### src/rtl/core/mdte_pkg.sv
`timescale 1ns / 1ps

package mdte_pkg;

  // Shared divider geometry: 42-bit dividend, 35-bit divisor, 16 quotient bits
  localparam int NUM_W   = 42;
  localparam int DEN_W   = 35;
  localparam int Q_W     = 16;
  localparam int DIV_LAT = Q_W + 1;

  localparam int CFG_IDX_W  = 3;
  localparam int CFG_DATA_W = 17;

  localparam logic [16:0] ONE_Q16    = 17'd65536;
  localparam logic [16:0] HALF_Q16   = 17'd32768;
  localparam logic [16:0] BOX_H_MIN  = 17'd655;
  localparam logic [15:0] DIST_MIN   = 16'd256;
  localparam logic [15:0] DIST_MAX   = 16'd38400;
  localparam logic [17:0] DT_MIN     = 18'd65;
  localparam logic [15:0] SPEED_MIN  = 16'd25;
  localparam logic [15:0] TTC_MAX    = 16'd63936;
  localparam logic [15:0] OFFSET_ONE = 16'd256;
  localparam logic [15:0] POS_MAX    = 16'h7FFF;
  localparam logic [15:0] NEG_MAX    = 16'h8000;

  typedef enum logic [CFG_IDX_W-1:0] {
    CFG_HORIZON   = 3'd0,
    CFG_WIDTH_FAR = 3'd1,
    CFG_WIDTH_NEAR = 3'd2,
    CFG_FOCAL     = 3'd3,
    CFG_PED_H     = 3'd4,
    CFG_VEH_H     = 3'd5
  } cfg_idx_e;

  typedef struct packed {
    logic [15:0] horizon;
    logic [16:0] width_far;
    logic [16:0] width_near;
    logic [15:0] focal;
    logic [11:0] ped_h;
    logic [11:0] veh_h;
  } cfg_t;

  typedef struct packed {
    logic [16:0] x;
    logic [16:0] y;
    logic [16:0] bh;
    logic        ped;
    logic [15:0] prev;
    logic [15:0] age;
    logic [17:0] dt;
    logic [15:0] ego;
  } in_t;

  typedef struct packed {
    logic [NUM_W-1:0] num;
    logic [DEN_W-1:0] den;
  } div_op_t;

  // Rides beside the offset and distance dividers
  typedef struct packed {
    logic        in_path;
    logic        row_bad;
    logic        narrow;
    logic        dx_neg;
    logic [8:0]  nar_mag;
    logic [15:0] prev;
    logic        measure;
    logic [17:0] dt;
    logic [15:0] ego;
  } sb1_t;

  // Rides beside the speed divider
  typedef struct packed {
    logic        in_path;
    logic [15:0] offset;
    logic [15:0] distance;
    logic        measure;
    logic        neg;
    logic [15:0] ego;
  } sb2_t;

  // Rides beside the time-to-collision divider
  typedef struct packed {
    logic        in_path;
    logic [15:0] offset;
    logic [15:0] distance;
    logic [15:0] speed;
    logic        closing;
  } sb3_t;

endpackage

### src/rtl/core/mdte_div.sv
`timescale 1ns / 1ps

module mdte_div import mdte_pkg::*; (
  input  logic           clk_i,
  input  logic           en_i,
  input  div_op_t        op_i,
  output logic [Q_W-1:0] quo_o,
  output logic           ovf_o
);

  logic [DEN_W-1:0] rem_q [DIV_LAT];
  logic [DEN_W-1:0] den_q [DIV_LAT];
  logic [Q_W-1:0]   lo_q  [DIV_LAT];
  logic [Q_W-1:0]   quo_q [DIV_LAT];
  logic             ovf_q [DIV_LAT];

  logic [DEN_W-1:0] hi_d;

  assign hi_d = DEN_W'(op_i.num[NUM_W-1:Q_W]);

  // Quotient needs more than Q_W bits when the upper dividend part reaches the divisor
  always_ff @(posedge clk_i) begin
    if (en_i) begin
      rem_q[0] <= hi_d;
      den_q[0] <= op_i.den;
      lo_q[0]  <= op_i.num[Q_W-1:0];
      quo_q[0] <= '0;
      ovf_q[0] <= (hi_d >= op_i.den);
    end
  end

  for (genvar s = 1; s < DIV_LAT; s++) begin : g_step
    logic [DEN_W:0]   r_sh;
    logic [DEN_W+1:0] dif;
    logic             take;

    assign r_sh = {rem_q[s-1], lo_q[s-1][Q_W-1]};
    assign dif  = {1'b0, r_sh} - {2'b00, den_q[s-1]};
    assign take = ~dif[DEN_W+1];

    always_ff @(posedge clk_i) begin
      if (en_i) begin
        rem_q[s] <= take ? dif[DEN_W-1:0] : r_sh[DEN_W-1:0];
        den_q[s] <= den_q[s-1];
        lo_q[s]  <= {lo_q[s-1][Q_W-2:0], 1'b0};
        quo_q[s] <= {quo_q[s-1][Q_W-2:0], take};
        ovf_q[s] <= ovf_q[s-1];
      end
    end
  end

  assign quo_o = quo_q[DIV_LAT-1];
  assign ovf_o = ovf_q[DIV_LAT-1];

endmodule

### config.mk
export PLATFORM = sky130hd
export DESIGN_NAME = mdte_div
export DESIGN_NICKNAME = d
export VERILOG_FILES = /design/src/rtl/core/mdte_pkg.sv /design/src/rtl/core/mdte_div.sv
export SDC_FILE = /design/constraint.sdc
export NUM_CORES = 2
export LEC_CHECK = 0
export ABC_AREA = 1
export BUFFER_PORTS_ARGS = -buffer_cell sky130_fd_sc_hd__buf_2
export CAP_MARGIN = 20
export CORE_MARGIN = 5
export CORE_UTILIZATION = 60
export DETAILED_ROUTE_END_ITERATION = 10
export GPL_ROUTABILITY_DRIVEN = 0
export GPL_TIMING_DRIVEN = 1
export PLACE_DENSITY_LB_ADDON = 0.2
export SYNTH_ARGS = -nofsm -noshare
export SYNTH_HDL_FRONTEND = slang
export SYNTH_SLANG_ARGS = --single-unit
### constraint.sdc
create_clock -name clk_i -period 2.6 [get_ports clk_i]
set_input_delay 0 -clock clk_i [delete_from_list [all_inputs] [get_ports clk_i]]
set_output_delay 0 -clock clk_i [all_outputs]
set_load 0.005 [all_outputs]
[After elaboration in Yosys (flattened, before gate mapping)]
Memories as Yosys holds them, arrays and structs flattened.
Cells that the tools add are included.
Word-level totals
  flip-flop bits (word level): 0
  memory bits (writable): 1751
  input port bits: 79
  word-level logic and storage cells: 56
  memories: 5
Cells by class
  add/subtract/negate cells: 16
  magnitude comparators: 1
  mux-type cells: 18
  bitwise logic cells: 16
Memories
  den_q: words 17, width 35, rd ports 16, clocked after Yosys merged registers in 0, wr ports 17, line mdte_div.sv:12  | logic [DEN_W-1:0] den_q [DIV_LAT];
  rem_q: words 17, width 35, rd ports 16, clocked after Yosys merged registers in 0, wr ports 17, line mdte_div.sv:11  | logic [DEN_W-1:0] rem_q [DIV_LAT];
  lo_q: words 17, width 16, rd ports 16, clocked after Yosys merged registers in 0, wr ports 17, line mdte_div.sv:13  | logic [Q_W-1:0] lo_q [DIV_LAT];
  quo_q: words 17, width 16, rd ports 17, clocked after Yosys merged registers in 0, wr ports 17, line mdte_div.sv:14  | logic [Q_W-1:0] quo_q [DIV_LAT];
  ovf_q: words 17, width 1, rd ports 17, clocked after Yosys merged registers in 0, wr ports 17, line mdte_div.sv:15  | logic ovf_q [DIV_LAT];
Operators with widths (count)
  subtractor 36 x 35 -> 37 bit: 16
  2-to-1 mux 35 bit: 16
  >= comparator 26 x 35 -> 1 bit: 1
  NOT 1 bit: 16
  2-to-1 mux 1 bit: 2

[Depth between registers and ports, before layout]
An unclocked memory read counts as a cell.
  word-level depth: 3
  mapped depth: 16
  depth with buffers taken out: 16

[Worst setup path after synthesis]
No wires, ideal clock.
  path type: flip-flop to flip-flop
  start point: memory den_q[1][0] (netlist: den_q[0][35])
  end point: memory rem_q[2][9] (netlist: rem_q[0][79]) (data pin)
  library setup time: 0.257 ns
  arrival: 1.948 ns
  data required time: 2.343 ns
  slack: 0.395 ns
  stages on the path, launching flop included: 14
  path buffers: 1
  period minus slack after synthesis: 2.205 ns
  cells stage by stage: edfxtp_1 > ha_1 > fa_1 > inv_1 > nand3_1 > nand3_1 > nand4_1 > nand3_2 > nand2_2 > nand2_4 > inv_4 > buf_6 > nand2_2 > o21ai_2
RTL lines (line)
  start: declaration: mdte_div.sv:12
  end: declaration: mdte_div.sv:11

==> flow_metrics.py <==
metrics = {
    "status": {
        "status": "finished clean",
    },
    "cts": {
        "cts.sinks": 1400,
        "path_clk_slew_ns": 0.06,
        "htree_levels": 4,
        "clock_latency_ns": 0.81,
        "clock_path_buffers": 3,
        "cts_inserted_buffers": 148,
        "cts_tree": "built",
        "cts-root-buf": "clkbuf_16",
    },
    "power": {
        "switching_share_pct": 42.7,
        "seqPwrFrac_pct": 32.5,
        "p_leak_nw": 44.5,
        "power_switching_w": 0.0482,
        "power.density_mw_per_mm2": 1130,
        "peakVddDrop_uv": 743,
        "p_clk_share_pct": 19.5,
        "intPower_w": 0.0646,
        "pwr-share-comb_pct": 48.0,
    },
    "worst_setup_path": {
        "crit_fanout": 25,
        "crit_path_start_kind": "register",
        "reg2reg_depth": 11,
        "arrival_ns": 3.13,
        "path_class": "register to register",
        "cp.required_ns": 3.15,
        "endpoint_kind": "register",
    },
    "global_routing": {
        "antenna_found_initial": 5,
        "use_met2_pct": 54.9,
        "grt_max_degree": 96,
        "grt_pass1_wl_um": 388000,
        "grtUsageTotal_pct": 32.5,
        "grt_util_met1_pct": 38.6,
        "overflow": 0,
        "grt.busiest_layer": "met2",
        "grt_use_met3_pct": 4.73,
        "grt_pass1_vias": 70886,
    },
    "finish": {
        "final_common_cell": "nand2_1",
        "final_cell_mix": "nand2_1, inv_1, edfxtp_1, nor2_1, ha_1",
        "final_design_area_no_fill_mm2": 0.0995,
        "drive_gt1_share_pct": 11.3,
        "final_util_pct": 68.4,
        "syn_to_final_growth_pct": 13.6,
        "fillers": 11177,
        "fin_nets": 11425,
    },
    "sta": {
        "fin_worst_skew_ns": 0.0452,
        "finalSetupViolations": 0,
        "fin_crit_ns": 2.58,
        "fin_crit_sh_pct": 99.3,
        "slew_viol_final": 0,
        "final_hold_viol_count": 0,
        "worstMarginPinSlew_ns": 0.631,
        "fmax_mhz": 388,
        "slew_headroom_pct": 57.5,
    },
    "route": {
        "post-route-drc-count": 0,
        "vias": 74024,
        "drt_first_iter_violations": 8219,
        "drt_wl_total_um": 254000,
        "dr.pass1.iters": 9,
        "via_per_inst": 5.79,
        "postRouteAntennaNets": 0,
        "post_drt_wl_per_cell_um": 19.9,
    },
    "logic_synthesis": {
        "synth_top_family_by_area": "simple AND/OR/NAND/NOR gates",
        "ys_seq_area_share_pct": 48.0,
        "synthSimpleGateAreaFrac_pct": 23.7,
        "synth_flop_cell": "edfxtp_1",
        "syn_inst": 10146,
        "synth_edf_count": 1400,
        "muxShareOfSynthArea_pct": 0,
        "synth_cell_types": 45,
        "syn_avg_cell_area_um2": 8.63,
        "synth_warnings": 0,
        "synthAdderAreaFrac_pct": 8.58,
        "async_flop_share_pct": 0,
        "synth_compound_area_share_pct": 9.14,
        "synthXorXnorAreaFrac_pct": 2.83,
        "syn_area_mm2": 0.0876,
        "synth_seq_cells": 1400,
    },
    "placed_design": {
        "port_buffers": 95,
        "placed_cell_area_mm2": 0.0919,
        "dp_hpwl_um": 197000,
    },
    "floorplanning": {
        "die_h_um": 392,
        "num_rows": 140,
        "core_region_area_mm2": 0.145,
        "boundaryPins": 96,
        "die_area_mm2": 0.154,
        "die_w_um": 392,
        "start_util_pct": 60.2,
    },
    "run": {
        "drv_cap": 0,
    },
    "worst_hold_path": {
        "hold_depth": 5,
        "hold_class": "input port to register",
    },
}
-- registers in the layout, summed over array words and instances, names as in the netlist --
name	cells
den_q	560
rem_q	551
lo_q	136
quo_q	136
ovf_q	17
-- area by class of cell --
class                           count  area [um2]  area share, %
Timing Repair Buffer              544        4760           4.79
Tap cell                         1917        2400           2.41
Multi-Input combinational cell   7134       39300           39.5
Inverter                         1526        5830           5.86
Clock inverter                     96        1350           1.35
Antenna cell                        5        12.5         0.0126
Sequential cell                  1400       42000           42.3
Clock buffer                      166        3770           3.79
-- power groups by stage --
stage	Clock (W)	Sequential (W)	Combinational, W
after floorplan	0	0.0340	0.0388
after global placement	0	0.0369	0.0504
after detailed placement	0	0.0369	0.0515
after CTS	0.0223	0.0365	0.0521
after global routing	0.0233	0.0367	0.0596
final	0.0220	0.0367	0.0542
-- routing by layer --
metal  up-vias  part of all wire [%]  routed length [um]
li1      34801                     -                   -
met1     34102                    37               94300
met2      3993                    47              119000
met3      1128                   7.5               19000
met4         0                   8.4               21300
met5         -                     0                   0
-- path summary, 6_finish.rpt --
check | start | endpoint | slack (ns)
hold / removal | op_i[27] | ovf_q[0][0]$_DFFE_PP_ | 0.22
hold reg to reg | lo_q[0][21]$_DFFE_PP_ | lo_q[0][38]$_DFFE_PP_ | 0.41
setup reg to reg | rem_q[0][306]$_DFFE_PP_ | rem_q[0][328]$_DFFE_PP_ | 0.02
setup / recovery | rem_q[0][306]$_DFFE_PP_ | rem_q[0][328]$_DFFE_PP_ | 0.02
-- through the flow --
stage | total power [W] | cells | setup slack, ns | TNS (ns) | hold slack, ns
3_5_place_dp | 0.0884 | 12323 | -0.121 | -1.31 | 0.179
2_1_floorplan | 0.0728 | 10149 | 0.395 | 0 | 0.0989
5_1_grt | 0.120 | 12786 | -0.0672 | -1.02 | 0.204
6_report | 0.113 | 12788 | 0.0194 | 0 | 0.221
4_1_cts | 0.111 | 12744 | 0.000350 | 0 | 0.135
3_3_place_gp | 0.0873 | 12323 | -0.0263 | -0.0525 | 0.180
-- worst max-delay path: stages (launching register included) --
cell      delay (ns)
edfxtp_1        0.52
ha_1            0.45
nand2_1         0.17
o21ai_0         0.30
inv_1           0.10
a21oi_1         0.19
nor2_2          0.10
nand2_8         0.11
inv_6           0.07
buf_12          0.16
nand2_1         0.09
o21ai_2         0.08
-- repair_timing --
item / 4_1_cts / 5_1_grt
endpoints found under the setup margin: 76 / 430
cloned: 0 / 1
hold buffers: 155 / 0
resized for setup: 10 / 164
buffers inserted: 4 / 38
pin swaps: 2 / 29
endpoints found under the hold margin: 396 / 0
-- logic make-up after synthesis --
| group | count (synthesis) |
|---|---|
| AOI/OAI and AO/OA | 1306 |
| buffers and inverters | 1615 |
| adders and majority gates | 592 |
| other | 1 |
| DFF | 1400 |
| xor gates and xnor gates | 283 |
| and+or+nand+nor | 4949 |
-- cells in the mapped netlist (2+ instances only) --
cell	number	share of area [%]
nand2_1	3031	13
inv_1	1497	6.4
edfxtp_1	1400	48
nor2_1	862	3.7
ha_1	577	8.2
a21oi_1	558	3.2
nand3_1	537	3.1
o21ai_2	276	2.8
o21ai_0	265	1.5
xnor2_1	236	2.4
nand3b_1	141	1.2
nor3_1	130	0.74
nand2_2	84	0.60
buf_6	80	1.0
nand4_1	64	0.46
xor2_1	47	0.47
a21o_1	46	0.39
o211ai_1	36	0.31
o21ai_1	36	0.21
nor2_2	35	0.25
o21bai_1	34	0.29
a21oi_2	17	0.17
o21a_1	17	0.15
fa_1	15	0.34
nand3_2	15	0.17
and2_1	14	0.10
clkinv_1	14	0.060
nand2_4	13	0.17
nor3_2	11	0.13
o22ai_1	11	0.079
buf_4	9	0.077
inv_4	9	0.064
inv_6	6	0.060
nand4_2	5	0.071
a21boi_0	3	0.026
a31oi_1	3	0.021
a211oi_1	2	0.017
nand2_8	2	0.046
nor4_1	2	0.014
No activity file was read; power rests on OpenSTA's default activity.
