===== config.mk =====
export PLATFORM = sky130hd
export DESIGN_NAME = mdte_front
export DESIGN_NICKNAME = d
export VERILOG_FILES = /design/src/rtl/core/mdte_pkg.sv /design/src/rtl/core/mdte_front.sv
export SDC_FILE = /design/constraint.sdc
export NUM_CORES = 2
export LEC_CHECK = 0
export BUFFER_PORTS_ARGS = -buffer_cell sky130_fd_sc_hd__buf_2
export CORE_MARGIN = 5
export CORE_UTILIZATION = 55
export CTS_BUF_LIST = sky130_fd_sc_hd__clkbuf_8 sky130_fd_sc_hd__clkbuf_16
export DETAILED_ROUTE_END_ITERATION = 8
export MAX_ROUTING_LAYER = met4
export PLACE_DENSITY = 0.72
export REMOVE_ABC_BUFFERS = 1
export SLEW_MARGIN = 20
export SYNTH_ARGS = -nofsm -noshare
export SYNTH_HDL_FRONTEND = slang
export SYNTH_SLANG_ARGS = --single-unit

===== constraint.sdc =====
create_clock -name clk_i -period 10.6 [get_ports clk_i]
set_input_delay 1.59 -clock clk_i [delete_from_list [all_inputs] [get_ports clk_i]]
set_output_delay 1.59 -clock clk_i [all_outputs]
set_load 0.01 [all_outputs]

===== src/rtl/core/mdte_pkg.sv =====
`timescale 1ns / 1ps

package mdte_pkg;

  // Shared divider geometry: 42-bit dividend, 35-bit divisor, 16 quotient bits
  localparam int NUM_W   = 42;
  localparam int DEN_W   = 35;
  localparam int Q_W     = 16;
  localparam int DIV_LAT = Q_W + 1;

  localparam int CFG_IDX_W  = 3;
  localparam int CFG_DATA_W = 17;

  localparam logic [16:0] ONE_Q16    = 17'd65536;
  localparam logic [16:0] HALF_Q16   = 17'd32768;
  localparam logic [16:0] BOX_H_MIN  = 17'd655;
  localparam logic [15:0] DIST_MIN   = 16'd256;
  localparam logic [15:0] DIST_MAX   = 16'd38400;
  localparam logic [17:0] DT_MIN     = 18'd65;
  localparam logic [15:0] SPEED_MIN  = 16'd25;
  localparam logic [15:0] TTC_MAX    = 16'd63936;
  localparam logic [15:0] OFFSET_ONE = 16'd256;
  localparam logic [15:0] POS_MAX    = 16'h7FFF;
  localparam logic [15:0] NEG_MAX    = 16'h8000;

  typedef enum logic [CFG_IDX_W-1:0] {
    CFG_HORIZON   = 3'd0,
    CFG_WIDTH_FAR = 3'd1,
    CFG_WIDTH_NEAR = 3'd2,
    CFG_FOCAL     = 3'd3,
    CFG_PED_H     = 3'd4,
    CFG_VEH_H     = 3'd5
  } cfg_idx_e;

  typedef struct packed {
    logic [15:0] horizon;
    logic [16:0] width_far;
    logic [16:0] width_near;
    logic [15:0] focal;
    logic [11:0] ped_h;
    logic [11:0] veh_h;
  } cfg_t;

  typedef struct packed {
    logic [16:0] x;
    logic [16:0] y;
    logic [16:0] bh;
    logic        ped;
    logic [15:0] prev;
    logic [15:0] age;
    logic [17:0] dt;
    logic [15:0] ego;
  } in_t;

  typedef struct packed {
    logic [NUM_W-1:0] num;
    logic [DEN_W-1:0] den;
  } div_op_t;

  // Rides beside the offset and distance dividers
  typedef struct packed {
    logic        in_path;
    logic        row_bad;
    logic        narrow;
    logic        dx_neg;
    logic [8:0]  nar_mag;
    logic [15:0] prev;
    logic        measure;
    logic [17:0] dt;
    logic [15:0] ego;
  } sb1_t;

  // Rides beside the speed divider
  typedef struct packed {
    logic        in_path;
    logic [15:0] offset;
    logic [15:0] distance;
    logic        measure;
    logic        neg;
    logic [15:0] ego;
  } sb2_t;

  // Rides beside the time-to-collision divider
  typedef struct packed {
    logic        in_path;
    logic [15:0] offset;
    logic [15:0] distance;
    logic [15:0] speed;
    logic        closing;
  } sb3_t;

endpackage


===== src/rtl/core/mdte_front.sv =====
`timescale 1ns / 1ps

module mdte_front import mdte_pkg::*; (
  input  logic    clk_i,
  input  logic    rst_ni,
  input  logic    en_i,
  input  cfg_t    cfg_i,
  input  logic    valid_i,
  input  in_t     item_i,
  output logic    valid_o,
  output div_op_t off_op_o,
  output div_op_t dist_op_o,
  output sb1_t    sb_o
);

  typedef struct packed {
    logic               row_bad;
    logic [16:0]        d;
    logic [33:0]        p_far;
    logic signed [35:0] p_dy;
    logic               dx_neg;
    logic [16:0]        adx;
    logic [34:0]        p_x;
    logic [27:0]        p_dist;
    logic [19:0]        den_dist;
    logic [15:0]        prev;
    logic               measure;
    logic [17:0]        dt;
    logic [15:0]        ego;
  } mul_t;

  typedef struct packed {
    logic               row_bad;
    logic [16:0]        d;
    logic [34:0]        w;
    logic               dx_neg;
    logic [16:0]        adx;
    logic [34:0]        p_x;
    logic [27:0]        p_dist;
    logic [19:0]        den_dist;
    logic [15:0]        prev;
    logic               measure;
    logic [17:0]        dt;
    logic [15:0]        ego;
  } sum_t;

  mul_t mul_d, mul_q;
  sum_t sum_d, sum_q;
  logic [2:0] v_q;

  logic [16:0]        h_ext;
  logic [16:0]        dy;
  logic signed [17:0] dw;
  logic signed [17:0] dx;
  logic [16:0]        bh_c;
  logic [11:0]        obj;
  logic signed [36:0] w_full;
  logic [44:0]        w_k;
  logic [33:0]        d_k;
  div_op_t            off_op_d, dist_op_d;
  sb1_t               sb_d;

  // Products
  always_comb begin
    h_ext = {1'b0, cfg_i.horizon};
    dy    = item_i.y - h_ext;
    dw    = $signed({1'b0, cfg_i.width_near}) - $signed({1'b0, cfg_i.width_far});
    dx    = $signed({1'b0, item_i.x}) - $signed({1'b0, HALF_Q16});
    obj   = item_i.ped ? cfg_i.ped_h : cfg_i.veh_h;
    if (item_i.bh < BOX_H_MIN) begin
      bh_c = BOX_H_MIN;
    end else if (item_i.bh > ONE_Q16) begin
      bh_c = ONE_Q16;
    end else begin
      bh_c = item_i.bh;
    end
    mul_d.row_bad  = (item_i.y < h_ext) || (item_i.y > ONE_Q16);
    mul_d.d        = ONE_Q16 - h_ext;
    mul_d.p_far    = cfg_i.width_far * mul_d.d;
    mul_d.p_dy     = $signed({1'b0, dy}) * dw;
    mul_d.dx_neg   = dx[17];
    mul_d.adx      = dx[17] ? 17'(-dx) : dx[16:0];
    mul_d.p_x      = mul_d.adx * {mul_d.d, 1'b0};
    mul_d.p_dist   = cfg_i.focal * obj;
    mul_d.den_dist = ({3'b000, bh_c} << 4) - {3'b000, bh_c};
    mul_d.prev     = item_i.prev;
    mul_d.measure  = (item_i.age > 16'd1) && (item_i.dt > DT_MIN);
    mul_d.dt       = item_i.dt;
    mul_d.ego      = item_i.ego;
  end

  // Corridor width
  always_comb begin
    w_full = $signed({3'b000, mul_q.p_far}) + 37'(mul_q.p_dy);
    sum_d.row_bad  = mul_q.row_bad;
    sum_d.d        = mul_q.d;
    sum_d.w        = w_full[34:0];
    sum_d.dx_neg   = mul_q.dx_neg;
    sum_d.adx      = mul_q.adx;
    sum_d.p_x      = mul_q.p_x;
    sum_d.p_dist   = mul_q.p_dist;
    sum_d.den_dist = mul_q.den_dist;
    sum_d.prev     = mul_q.prev;
    sum_d.measure  = mul_q.measure;
    sum_d.dt       = mul_q.dt;
    sum_d.ego      = mul_q.ego;
  end

  // Path test, narrow test, divider operands
  always_comb begin
    w_k = sum_q.w * 10'd1000;
    d_k = {sum_q.d, 17'd0};
    sb_d.in_path = ~sum_q.row_bad && (sum_q.p_x <= sum_q.w);
    sb_d.row_bad = sum_q.row_bad;
    sb_d.narrow  = ~(w_k > 45'(d_k));
    sb_d.dx_neg  = sum_q.dx_neg;
    sb_d.nar_mag = sum_q.adx[16:8];
    sb_d.prev    = sum_q.prev;
    sb_d.measure = sum_q.measure;
    sb_d.dt      = sum_q.dt;
    sb_d.ego     = sum_q.ego;
    off_op_d.num  = {sum_q.p_x[33:0], 8'd0};
    off_op_d.den  = sum_q.w;
    dist_op_d.num = NUM_W'({sum_q.p_dist, 7'd0});
    dist_op_d.den = DEN_W'(sum_q.den_dist);
  end

  always_ff @(posedge clk_i or negedge rst_ni) begin
    if (!rst_ni) begin
      v_q <= '0;
    end else if (en_i) begin
      v_q <= {v_q[1:0], valid_i};
    end
  end

  always_ff @(posedge clk_i) begin
    if (en_i) begin
      mul_q     <= mul_d;
      sum_q     <= sum_d;
      sb_o      <= sb_d;
      off_op_o  <= off_op_d;
      dist_op_o <= dist_op_d;
    end
  end

  assign valid_o = v_q[2];

endmodule


* Word level (Yosys, flattened, before mapping)
Index checks and enable logic that the tools add are counted.
** Operators by class
- $add $sub $neg :: 7
- Multipliers :: 5
- Order comparisons :: 8
- Multiplexer cells :: 4
- Bitwise logic cells :: 2
- Reduce and logical (&&, ||, !) cells :: 3
** Operators with widths (number)
- $mul 17x17->34 :: 2
- $mux 17 :: 3
- $gt 45x34->1 :: 1
- $mul 35x7->42 const B :: 1
- $add 35x35->35 :: 1
- $le 35x35->1 :: 1
- $mul 18x18->35 :: 1
- $gt 17x17->1 const B :: 2
- $mul 16x12->28 :: 1
- $sub 20x17->20 :: 1
- $gt 18x7->1 const B :: 1
- $sub 17x16->18 const B :: 1
- $sub 17x17->18 :: 1
- $lt 17x10->1 const B :: 1
- $lt 17x16->1 :: 1
- $neg 17->17 :: 1
- $sub 17x16->17 :: 1
- $sub 17x16->17 const A :: 1
- $gt 16x1->1 const B :: 1
- $mux 12 :: 1
- $logic_and 1x1->1 :: 2
- $not 1->1 :: 2
- $logic_or 1x1->1 :: 1
** Word-level totals
- Register bits after elaboration :: 625
- Output and inout port bits :: 219
- Word-level logic and storage cells :: 68

* Longest topological paths before layout
- Word-level depth :: 4
- Gate-level depth with buffers :: 40
- Gate-level depth less buffers :: 39

* Least setup slack after synthesis
Ideal clock, no wire load.
- Path kind :: input to register
- Start point :: in cfg_i[40] in the netlist's numbering
- End point :: reg mul_q[186] in the netlist's numbering, data pin
- Library setup time :: 0.260 ns
- Arrival time :: 9.258 ns
- Required time :: 10.340 ns
- Path slack :: 1.082 ns
- Cell stages on the path :: 38
- Cells stage by stage :: inv_1 ha_1 inv_1 fa_1 a21o_1 a21oi_1 o21bai_1 a21oi_1 o21bai_1 a21oi_1 o21ai_1 a21o_1 a21o_1 xnor2_1 buf_2 nor2_1 fa_1 inv_1 [2 not listed] fa_1 fa_1 fa_1 inv_1 fa_1 inv_1 ha_1 o21ai_0 nor2_1 o21ai_0 o21a_1 a21o_1 a21oi_1 o31ai_1 a21oi_1 a21bo_2 a21oi_1 xnor2_1
** RTL lines
- start: declaration :: RTL line mdte_front.sv:7 : input cfg_t cfg_i,
- end signal: assignment :: RTL line mdte_front.sv:138 : mul_q <= mul_d;
- end: declaration :: RTL line mdte_front.sv:47 : mul_t mul_d, mul_q;

==> results.sh <==
export IMPL_ctsResizeCount=0
export IMPL_synth_area_leaders="fa_1 (30%), edfxtp_1 (28%), ha_1 (12%)"
export IMPL_clk_latency_ns=0.64
export IMPL_fin_crit_ns=9.78
export IMPL_row_count=125
export IMPL_synthDistinctLibCells=92
export IMPL_drtIter0Drc=3066
export IMPL_critPathBufInv=7
export IMPL_hold_buffers=0
export IMPL_hold_depth=0
export IMPL_rsz0062_at_grt="false"
export IMPL_cp_common_cell="fa_1"
export IMPL_finalNetCount=8276
export IMPL_crit_family="adder cells"
export IMPL_hp_class="reg2reg"
export IMPL_fin_crit_sh_pct=92.3
export IMPL_fin_tns_setup_ns=0
export IMPL_die_h_um=351
export IMPL_path_class="in2reg"
export IMPL_synth_common_cells="inv_1 (1124), fa_1 (961), nand2_1 (784)"
export IMPL_fillers=9380
export IMPL_avgSynthCellArea_um2=10.7
export IMPL_port_buffers=391
export IMPL_cp_max_fo=7
export IMPL_cap_violations=0
export IMPL_synth_cell_area_mm2=0.0641
export IMPL_yosysWarnings=0
export IMPL_cts_tree="done"
export IMPL_worst_slew_pin_slew_ns=1.08
export IMPL_cts_setup_buffers=0
export IMPL_grt_pass1_vias=46100
export IMPL_core_area_mm2=0.116
export IMPL_clk_root_buffer_cell="clkbuf_16"
export IMPL_cts_buffer_depth=3
export IMPL_cts_buffers=69
export IMPL_fmax_mhz=102
export IMPL_grt_pass1_wl_mm=251
export IMPL_crit_path_max_incr_delay_ns=0.52
export IMPL_synth_most_common_cell="inv_1"
export IMPL_min_to="d_k[21]"
export IMPL_firstDrtPassIters=6
export IMPL_wire_per_inst_um=19.5
export IMPL_synth_seq_cells=609
export IMPL_antenna_found_initial=9
export IMPL_relSlewSlack_pct=27.4
export IMPL_cts_htree_levels=3
export IMPL_globalplace_congestion=0.959
export IMPL_viasPerCell=5.47
export IMPL_ys_seq_area_share_pct=28.5
export IMPL_regToRegSetupSlack_ns=2.35
export IMPL_drive_gt1_share_pct=11.3
export IMPL_yosys_area_top_type_share_pct=30.0
export IMPL_setup_viol=0
export IMPL_cp_end_kind="register"
export IMPL_initial_utilization_pct=55.3
export IMPL_dr_total_vias=44000
export IMPL_routed_wl_mm=157
export IMPL_synthFlopType="edfxtp_1"
export IMPL_finClkSkew_ns=0.0284
export IMPL_worst_hold_startpoint="mul_q[226]"
export IMPL_grt_overflow_total=0
export IMPL_postSynth_asyncResetShare_pct=0.493
export IMPL_outcome="finished, final reports clean"
export IMPL_syn2layout_area_growth_pct=11.1
export IMPL_slew_viol_final=0
export IMPL_slowest_stage="fa_1"
export IMPL_required_ns=10.96
export IMPL_start_kind="input port"
export IMPL_r2r_end="sb_o[61]"
export IMPL_die_area_mm2=0.123
export IMPL_syn_inst=5990
export IMPL_track_usage_pct=26.9
export IMPL_r2r_cells=30
export IMPL_cts_sinks=609
export IMPL_cp_arrival_ns=10.14
export IMPL_cts_clk_slew_worst_paths_ns=0.06
export IMPL_ios=431
export IMPL_ant_nets=0
export IMPL_grt_max_degree=170
export IMPL_r2r_start="off_op_d[2]"
export IMPL_synth_top_cell_by_area="fa_1"
export IMPL_finalHoldViolCount=0
export IMPL_fp_dieW_um=351
export IMPL_synth_edff_count=606
export IMPL_dp_hpwl_mm=127
export IMPL_route_detailed_drc=0
## sequential cells by signal, summed over array words and instances (netlist names)
register / flops
mul_q: 230
off_op_d: 68
off_op_o: 68
sb_o: 64
sb_d: 62
dist_op_d: 48
dist_op_o: 48
d_k: 17
v_q: 3
sum_q: 1
## cell usage in the layout, fill, tap and decap left out, drive strengths merged, types with 71 or more instances in the layout
master / count
inv: 1144
fa: 961
nand2: 784
ha: 633
edfxtp: 606
buf: 568
nor2: 336
xnor2: 185
a21oi: 183
and2: 140
o21ai: 122
nor2b: 82
a21o: 80
clkbuf: 74
xor2: 71
## metrics by stage
| stage | area, µm² | util, % | hold WS (ns) | std cells | setup WS, ns |
|---|---|---|---|---|---|
| 3_3_place_gp | 68900 | 59.4 | 0.400 | 7923 | 0.272 |
| 2_1_floorplan | 63300 | - | 0.400 | 5831 | 0.873 |
| 4_1_cts | 71200 | 61.4 | 0.390 | 8049 | 0.866 |
| 6_report | 71200 | 61.4 | 0.392 | 8056 | 0.820 |
| 3_5_place_dp | 68900 | 59.4 | 0.405 | 7923 | 0.223 |
| 5_1_grt | 71200 | 61.4 | 0.405 | 8056 | 0.249 |
## logic make-up (layout without fill, tap and decap cells)
kind of cell	Yosys count	count (layout)	share of synthesized area, %
AO/OA/AOI/OAI	598	598	6.16
multiplexers	17	17	0.289
XOR/XNOR	256	256	3.52
adder cells (fa/ha/maj)	1594	1594	42.4
flip-flops	609	609	28.5
other	1	45	0.00585
AND/OR/NAND/NOR	1591	1591	11.1
buffers and inverters	1324	1822	7.99
## cell type report
| cell class | count | area [µm²] | area share (%) |
|---|---|---|---|
| clock inverter | 52 | 473 | 0.664 |
| tap | 1524 | 1910 | 2.68 |
| antenna | 7 | 17.5 | 0.0246 |
| clock buffer | 74 | 1810 | 2.54 |
| sequential | 609 | 18300 | 25.7 |
| multi-input combinational | 4094 | 41000 | 57.6 |
| timing repair buffer | 568 | 3500 | 4.91 |
| inverter | 1128 | 4230 | 5.95 |
## routing by layer
metal | vias up | track usage, % | wire, µm
met4 | 0 | 9.89 | 6940
met2 | 1624 | 43.6 | 74800
met1 | 22000 | 34.9 | 63800
met3 | 375 | 3.86 | 11600
li1 | 20000 | - | -
met5 | - | - | 0
## how the worst max path moves through the flow
stage                    from         end  slack, ns  cells past startpoint
detailed placement  cfg_i[40]  mul_q[186]       0.22                     39
floorplan           cfg_i[40]  mul_q[186]       0.87                     37
global route        cfg_i[75]  mul_q[186]       0.25                     36
finish              cfg_i[57]  mul_q[186]       0.82                     38
CTS                 cfg_i[40]  mul_q[186]       0.87                     39
global placement    cfg_i[40]  mul_q[186]       0.27                     38
Power is not shown: default switching activity piles up to over one toggle a cycle in this logic, so the estimate is an artifact.
